<file path="config.mk">
export PLATFORM = sky130hd
export DESIGN_NAME = rbsi_axis
export DESIGN_NICKNAME = d
export VERILOG_FILES = /design/src/rtl/rbsi_pkg.sv /design/src/rtl/rbsi_axis.sv
export SDC_FILE = /design/constraint.sdc
export NUM_CORES = 1
export LEC_CHECK = 0
export BUFFER_PORTS_ARGS = -buffer_cell sky130_fd_sc_hd__buf_2
export CAP_MARGIN = 5
export CORE_AREA = 2 2 209 211
export DETAILED_ROUTE_END_ITERATION = 12
export DIE_AREA = 0 0 211 213
export PLACE_DENSITY = 0.65
export SETUP_SLACK_MARGIN = 0.2
export SLEW_MARGIN = 0
export SYNTH_ARGS = -nofsm -noshare
export SYNTH_HDL_FRONTEND = slang
export SYNTH_SLANG_ARGS = --single-unit
</file>
<file path="constraint.sdc">
create_clock -name clock -period 7.42 [get_ports clock]
set_clock_uncertainty 0.15 [all_clocks]
set_input_delay 1.113 -clock clock [delete_from_list [all_inputs] [get_ports clock]]
set_output_delay 1.113 -clock clock [all_outputs]
set_load 0.02 [all_outputs]
</file>
<file path="src/rtl/rbsi_pkg.sv">
// ----------------------------------------------------------------------------
// rbsi_pkg
// Shared constants and types for the ray / box slab intersection pipeline.
// ----------------------------------------------------------------------------
package rbsi_pkg;

   localparam int WORD_W              = 32;
   localparam int FRAC_BITS_DEF       = 16;
   // quotient bits resolved per divider stage
   localparam int DIV_STEPS_PER_STAGE = 4;
   localparam int CSR_IDX_W           = 3;

   // register indexes
   localparam logic [CSR_IDX_W-1:0] CSR_MIN_X = 3'd0;
   localparam logic [CSR_IDX_W-1:0] CSR_MIN_Y = 3'd1;
   localparam logic [CSR_IDX_W-1:0] CSR_MIN_Z = 3'd2;
   localparam logic [CSR_IDX_W-1:0] CSR_MAX_X = 3'd3;
   localparam logic [CSR_IDX_W-1:0] CSR_MAX_Y = 3'd4;
   localparam logic [CSR_IDX_W-1:0] CSR_MAX_Z = 3'd5;

   localparam logic signed [WORD_W-1:0] BOX_MIN_RST = 32'sd0;
   localparam logic signed [WORD_W-1:0] BOX_MAX_RST = 32'sd65536;

   typedef logic signed [WORD_W-1:0] q_type;

   // slab distances, flags per axis
   typedef struct packed {
      q_type [2:0] t_lo;
      q_type [2:0] t_hi;
      logic  [2:0] zero;
      logic  [2:0] in_slab;
   } slab_type;

   // interval as it narrows down the axis stages
   typedef struct packed {
      q_type near;
      q_type far;
      logic  alive;
      logic  hit;
   } ivl_type;

   // sideband that rides alongside the dividers
   typedef struct packed {
      q_type       near;
      q_type       far;
      logic  [2:0] zero;
      logic  [2:0] in_slab;
      logic  [5:0] neg;
   } side_type;

endpackage

</file>
<file path="src/rtl/rbsi_axis.sv">
// ----------------------------------------------------------------------------
// rbsi_axis
// One axis of the slab test: orders entry / exit and narrows the interval.
// ----------------------------------------------------------------------------
module rbsi_axis #(
   parameter int AXIS = 0,
   parameter bit LAST = 1'b0
) (
   input  logic               clock,
   input  logic               en,
   input  rbsi_pkg::slab_type slab_i,
   input  rbsi_pkg::ivl_type  ivl_i,
   output rbsi_pkg::slab_type slab_o,
   output rbsi_pkg::ivl_type  ivl_o
);

   rbsi_pkg::slab_type slab_ff;
   rbsi_pkg::ivl_type  ivl_ff;
   rbsi_pkg::ivl_type  ivl_in;
   rbsi_pkg::q_type    t1, t2, t_enter, t_leave, nn, ff;

   // entry / exit ordering and clamp of the interval
   always_comb begin
      t1      = slab_i.t_lo[AXIS];
      t2      = slab_i.t_hi[AXIS];
      t_enter = ($signed(t1) < $signed(t2)) ? t1 : t2;
      t_leave = ($signed(t1) < $signed(t2)) ? t2 : t1;
      nn      = ($signed(t_enter) > $signed(ivl_i.near)) ? t_enter : ivl_i.near;
      ff      = ($signed(t_leave) < $signed(ivl_i.far))  ? t_leave : ivl_i.far;
   end

   // update, reject, final decision on the last axis
   always_comb begin
      ivl_in = ivl_i;
      if (ivl_i.alive) begin
         if (!slab_i.zero[AXIS]) begin
            ivl_in.near = nn;
            ivl_in.far  = ff;
            if (!LAST && ($signed(nn) > $signed(ff))) begin
               ivl_in.alive = 1'b0;
            end
         end else if (!slab_i.in_slab[AXIS]) begin
            ivl_in.alive = 1'b0;
         end
      end
      if (LAST) begin
         ivl_in.hit = ivl_in.alive && ($signed(ivl_in.near) <= $signed(ivl_in.far));
      end
   end

   always_ff @(posedge clock) begin
      if (en) begin
         slab_ff <= slab_i;
         ivl_ff  <= ivl_in;
      end
   end

   assign slab_o = slab_ff;
   assign ivl_o  = ivl_ff;

endmodule

</file>
==> results_dict.tcl, run 1 <==
set metrics [dict create \
    cp-start-kind "primary input" \
    worst_pin_slew_ns 1.11 \
    hold_path_class "primary input to register" \
    cts_buffers 30 \
    die_h_um 213 \
    io_pins 530 \
    drc 0 \
    fin_crit_ns 7.51 \
    ys_seq_area_frac 0.597 \
    fin_crit_sh 1.01 \
    ir_drop_mv 0.168 \
    worst-path-buf-inv 10 \
    cp.arrival_ns 7.70 \
    cts.clk_slew.worst_paths_ns 0.07 \
    ys_warn_count 0 \
    final_nets 2077 \
    vias_per_cell 4.77 \
    postRouteAntennaNets 0 \
    areaGrowthSynthToFinish_pct 49.5 \
    rsz0062_at_grt "yes" \
    core_area_um2 42700 \
    powerDensity_nw_per_um2 254 \
    status "complete, but fails checks" \
    path_class "primary input to register" \
    synth_area_um2 13300 \
    cts.htree.levels 1 \
    timing.slew.headroom 0.260 \
    cp_top_family "compound AO/OA/AOI/OAI gates" \
    setup_ws_ns -0.0851 \
    clk_path_buf_depth 3 \
    setup_violations 1 \
    postSynth.asyncResetShare 0 \
    syn_inst 942 \
    ctsHoldBuffers 0 \
    cp.required_ns 7.61 \
    grt_overflow 0 \
    fillers 3866 \
    fmax_mhz 133 \
    grt_pass1_wl_mm 69.6 \
    cp_slowest_cell "or4_4" \
    p_leak_nw 9.21 \
    cts_tree "built" \
    yosys_register_bits 264 \
    end_kind "register" \
    grtUsageTotal 0.211 \
    hpwl_mm 40.2 \
    grt_max_degree 141 \
    cts_sinks 264 \
    dr.first_iter.drc_count 683 \
    initial_utilization 0.311 \
    die_area_um2 44900 \
    drive_gt1_frac 0.552 \
    synth_edf_count 264 \
    fp.dieW_um 211 \
    timing.final.max_slew_violations 0 \
    syn-num-nets 1334 \
    row_count 76 \
    clockRootBuffer "clkbuf_16" \
    ys_types 45 \
    max_cap_violations 0 \
    holdWs_ns 0.538 \
    first_pass_iters 5 \
    slowest_delay_ns 0.57 \
    final-hold-violation-count 0 \
    p_total_w 0.00503 \
    synth_flop_cell "edfxtp_1" \
    place.gp.congestion 0.910 \
    final_common_cell "buf_2" \
    wirelength_mm 50.3 \
    first_global_vias 10816 \
    syn_avg_cell_area_um2 14.1 \
    io_buffers 529 \
    routed-via-count 10788 \
    worstPathMaxFanout 16 \
    failed_checks "setup timing" \
    final_cell_mix "527 x buf_2, 264 x edfxtp_1, 184 x buf_4" \
    routedWlPerCell_um 22.2 \
    antenna_found_initial 17 \
]
==> state kept, by name, indices dropped and copies added (netlist names) <==
name    flops
slab_o    198
ivl_o      66
==> logic make-up after synthesis <==
kind of cell / Yosys count / synth area share
AOI/OAI and AO/OA: 145 / 0.0679
adders and majority gates: 126 / 0.119
buffers and inverters: 120 / 0.0351
DFF: 264 / 0.597
muxes: 163 / 0.135
and+or+nand+nor: 124 / 0.0458
==> repair_timing <==
action,in CTS,in global routing
buffers inserted,6,12
resized for setup,16,55
cloned,1,1
setup endpoints to repair,1,1
pin swaps,4,35
endpoints found under the hold margin,0,0
==> cell type report <==
class	instances	area, µm²	area share
Multi-Input combinational cell	558	5370	0.271
Antenna cell	7	17.5	0.000883
Inverter	98	373	0.0188
Tap cell	546	683	0.0344
Sequential cell	264	7930	0.400
Clock buffer	33	762	0.0384
Timing Repair Buffer	733	4400	0.222
Clock inverter	23	310	0.0156
==> cell usage after synthesis (12+ instances only) <==
| cell type | number | area [µm²] |
|---|---|---|
| mux2_1 | 32 | 360 |
| a21o_1 | 27 | 203 |
| a21oi_1 | 36 | 180 |
| inv_1 | 98 | 368 |
| ha_1 | 126 | 1580 |
| mux2_2 | 97 | 1090 |
| o21ai_0 | 51 | 255 |
| nand4_1 | 18 | 113 |
| nand2_1 | 52 | 195 |
| mux2i_1 | 34 | 340 |
| buf_2 | 12 | 60.1 |
| edfxtp_1 | 264 | 7930 |
==> power by group <==
part           switching [W]  internal [W]  leakage (nW)
combinational       0.000855      0.000747          6.11
clock               0.000647      0.000957         0.514
sequential         0.0000350       0.00179          2.58
total                0.00154       0.00350          9.21
==> worst paths after layout <==
path	from	to	slack, ns	cells after the start
setup / recovery	slab_i[8]	ivl_o[1]	-0.09	35
hold / removal	slab_i[74]	slab_o[74]	0.54	1
==> through the flow <==
step | setup slack [ns] | std cells | setup TNS [ns] | area, µm² | utilization
floorplan | 0.168 | 942 | 0 | 13500 | -
global placement | -0.974 | 2179 | -0.974 | 18200 | 0.427
detailed placement | -1.01 | 2179 | -1.01 | 18200 | 0.427
CTS | 0.0172 | 2242 | 0 | 19400 | 0.455
global route | -0.341 | 2256 | -0.341 | 19800 | 0.464
finish | -0.0851 | 2262 | -0.0851 | 19800 | 0.465
==> per-layer routing <==
| layer | vias up | track usage | wire length [µm] | part of all wire |
|---|---|---|---|---|
| li1 | 5062 | - | - | - |
| met1 | 5229 | 0.263 | 20500 | 0.41 |
| met2 | 402 | 0.362 | 24600 | 0.49 |
| met3 | 73 | 0.0610 | 3910 | 0.078 |
| met4 | 22 | 0.0478 | 1030 | 0.021 |
| met5 | - | 0 | 161 | 0.0032 |
No activity file was read; power rests on OpenSTA's default activity.
==> run 2: changes to the inputs <==
Settings changed: ABC_AREA set to 1, CORE_AREA 2 2 209 211 to 2 2 206 208, DIE_AREA 0 0 211 213 to 0 0 208 210, PLACE_DENSITY 0.65 to 0.68.
==> run 2 against run 1 <==
  * The run now ends clean
  * Clock power decreased by 13%
  * Cell count increased by 7.6%
  * Power decreased by 4.5%
  * Die area decreased by 2.8%
==> results_dict.tcl, run 2 <==
set metrics [dict create \
    grtUsageTotal 0.234 \
    synth_area_um2 13700 \
    io_pins 530 \
    ys_types 39 \
    syn_avg_cell_area_um2 10.6 \
    routed-via-count 11975 \
    clk_path_buf_depth 3 \
    grt_pass1_wl_mm 76.1 \
    cts_buffers 29 \
    holdWs_ns 0.567 \
    core_area_um2 41500 \
    powerDensity_nw_per_um2 262 \
    yosys_register_bits 264 \
    vias_per_cell 4.92 \
    yosys-top-cells-count "266 x nand2_1, 264 x edfxtp_1, 180 x inv_1" \
    cp.arrival_ns 6.92 \
    path_common_cell "nand2_1" \
    fillers 4023 \
    cts_tree "built" \
    synth_edf_count 264 \
    path_class "primary input to register" \
    dpl-instance-area_um2 17400 \
    wirelength_mm 52.8 \
    hpwl_mm 43.0 \
    end_kind "register" \
    syn-num-nets 1690 \
    first_pass_iters 5 \
    synth_top_area_share 0.577 \
    ys_seq_area_frac 0.577 \
    slowest_delay_ns 0.33 \
    cts_sinks 264 \
    hold_path_class "primary input to register" \
    cts.htree.levels 1 \
    routedWlPerCell_um 21.7 \
    ir_drop_mv 0.183 \
    final_cell_mix "528 x buf_2, 264 x nand2_1, 264 x edfxtp_1" \
    grt_overflow 0 \
    cp.required_ns 7.59 \
    ctsHoldBuffers 0 \
    cp_top_family "compound AO/OA/AOI/OAI gates" \
    worst-path-buf-inv 9 \
    synth_flop_cell "edfxtp_1" \
    timing.final.max_slew_violations 0 \
    timing.slew.headroom 0.263 \
    die_area_um2 43700 \
    fmax_mhz 148 \
    areaGrowthSynthToFinish_pct 33.3 \
    yosysTopAreaCell "edfxtp_1" \
    largest_reg_flops 198 \
    row_count 75 \
    dr.first_iter.drc_count 772 \
    grt_max_degree 171 \
    worst_pin_slew_ns 1.10 \
    synth_area_leaders "edfxtp_1 58%, ha_1 11%, nand2_1 7.3%, inv_1 4.9%, o21ai_0 3.3%" \
    drive_gt1_frac 0.354 \
    drc 0 \
    postRouteAntennaNets 0 \
    place.gp.congestion 0.876 \
    rsz0062_at_grt "no" \
    cts.clk_slew.worst_paths_ns 0.06 \
    fp.dieW_um 208 \
    final_nets 2261 \
    cp-start-kind "primary input" \
    die_h_um 210 \
    worstPathMaxFanout 26 \
    initial_utilization 0.331 \
    p_leak_nw 8.82 \
    ys_warn_count 0 \
    fin_crit_sh 0.910 \
    first_global_vias 12191 \
    final_common_cell "buf_2" \
    fin_crit_ns 6.75 \
    io_buffers 529 \
    final-hold-violation-count 0 \
    synth.most_common_cell "nand2_1" \
    final_area_um2 18300 \
    cp_slowest_cell "ha_1" \
    postSynth.asyncResetShare 0 \
    max_cap_violations 0 \
    antenna_found_initial 14 \
    syn_inst 1298 \
    status "finished clean" \
    clockRootBuffer "clkbuf_16" \
    setup_violations 0 \
]
[run 2: cells by family after synthesis]
family | share of synthesized area
AO/OA/AOI/OAI | 0.0854
XOR/XNOR | 0.00127
adder cells (fa/ha/maj) | 0.115
buffers and inverters | 0.0664
flip-flops | 0.577
AND/OR/NAND/NOR | 0.156
[run 2: metrics by stage]
step	power (W)	TNS, ns	util	worst slack, ns	cells
after detailed placement	0.00343	-0.0307	0.419	-0.0307	2377
final	0.00481	0	0.442	0.670	2433
after CTS	0.00484	0	0.441	0.511	2429
after floorplan	0.00279	0	-	0.946	1298
after global routing	0.00508	0	0.442	0.214	2429
after global placement	0.00340	0	0.419	0.112	2377
[run 2: layer usage]
| layer | track usage | vias up | share of wire |
|---|---|---|---|
| met4 | 0.0597 | 12 | 0.027 |
| li1 | - | 5652 | - |
| met3 | 0.0508 | 84 | 0.068 |
| met5 | 0 | - | 0.0015 |
| met2 | 0.442 | 473 | 0.52 |
| met1 | 0.267 | 5754 | 0.38 |
[run 2: cell type report]
class                           instances  area (µm²)  area share
Tap cell                              539         674      0.0368
Timing Repair Buffer                  583        3180       0.174
Clock buffer                           33         741      0.0404
Inverter                              184         691      0.0377
Multi-Input combinational cell        807        4950       0.270
Sequential cell                       264        7930       0.432
Clock inverter                         19         158     0.00860
Antenna cell                            4        10.0    0.000546
[run 2: path summary, 6_finish.rpt]
kind / start / endpoint / slack [ns] / cells past startpoint
max: slab_i[11] / ivl_o[1] / 0.67 / 42
min: slab_i[79] / slab_o[79] / 0.57 / 1
[run 2: what timing repair did]
action / 4_1_cts / 5_1_grt
resized for setup: 0 / 14
buffers inserted: 0 / 0
endpoints found under the setup margin: 0 / 1
[run 2: where the power goes]
part	internal [W]	switching (W)
registers	0.00180	0.0000407
logic	0.000578	0.000996
clock network	0.000785	0.000609
total	0.00316	0.00165
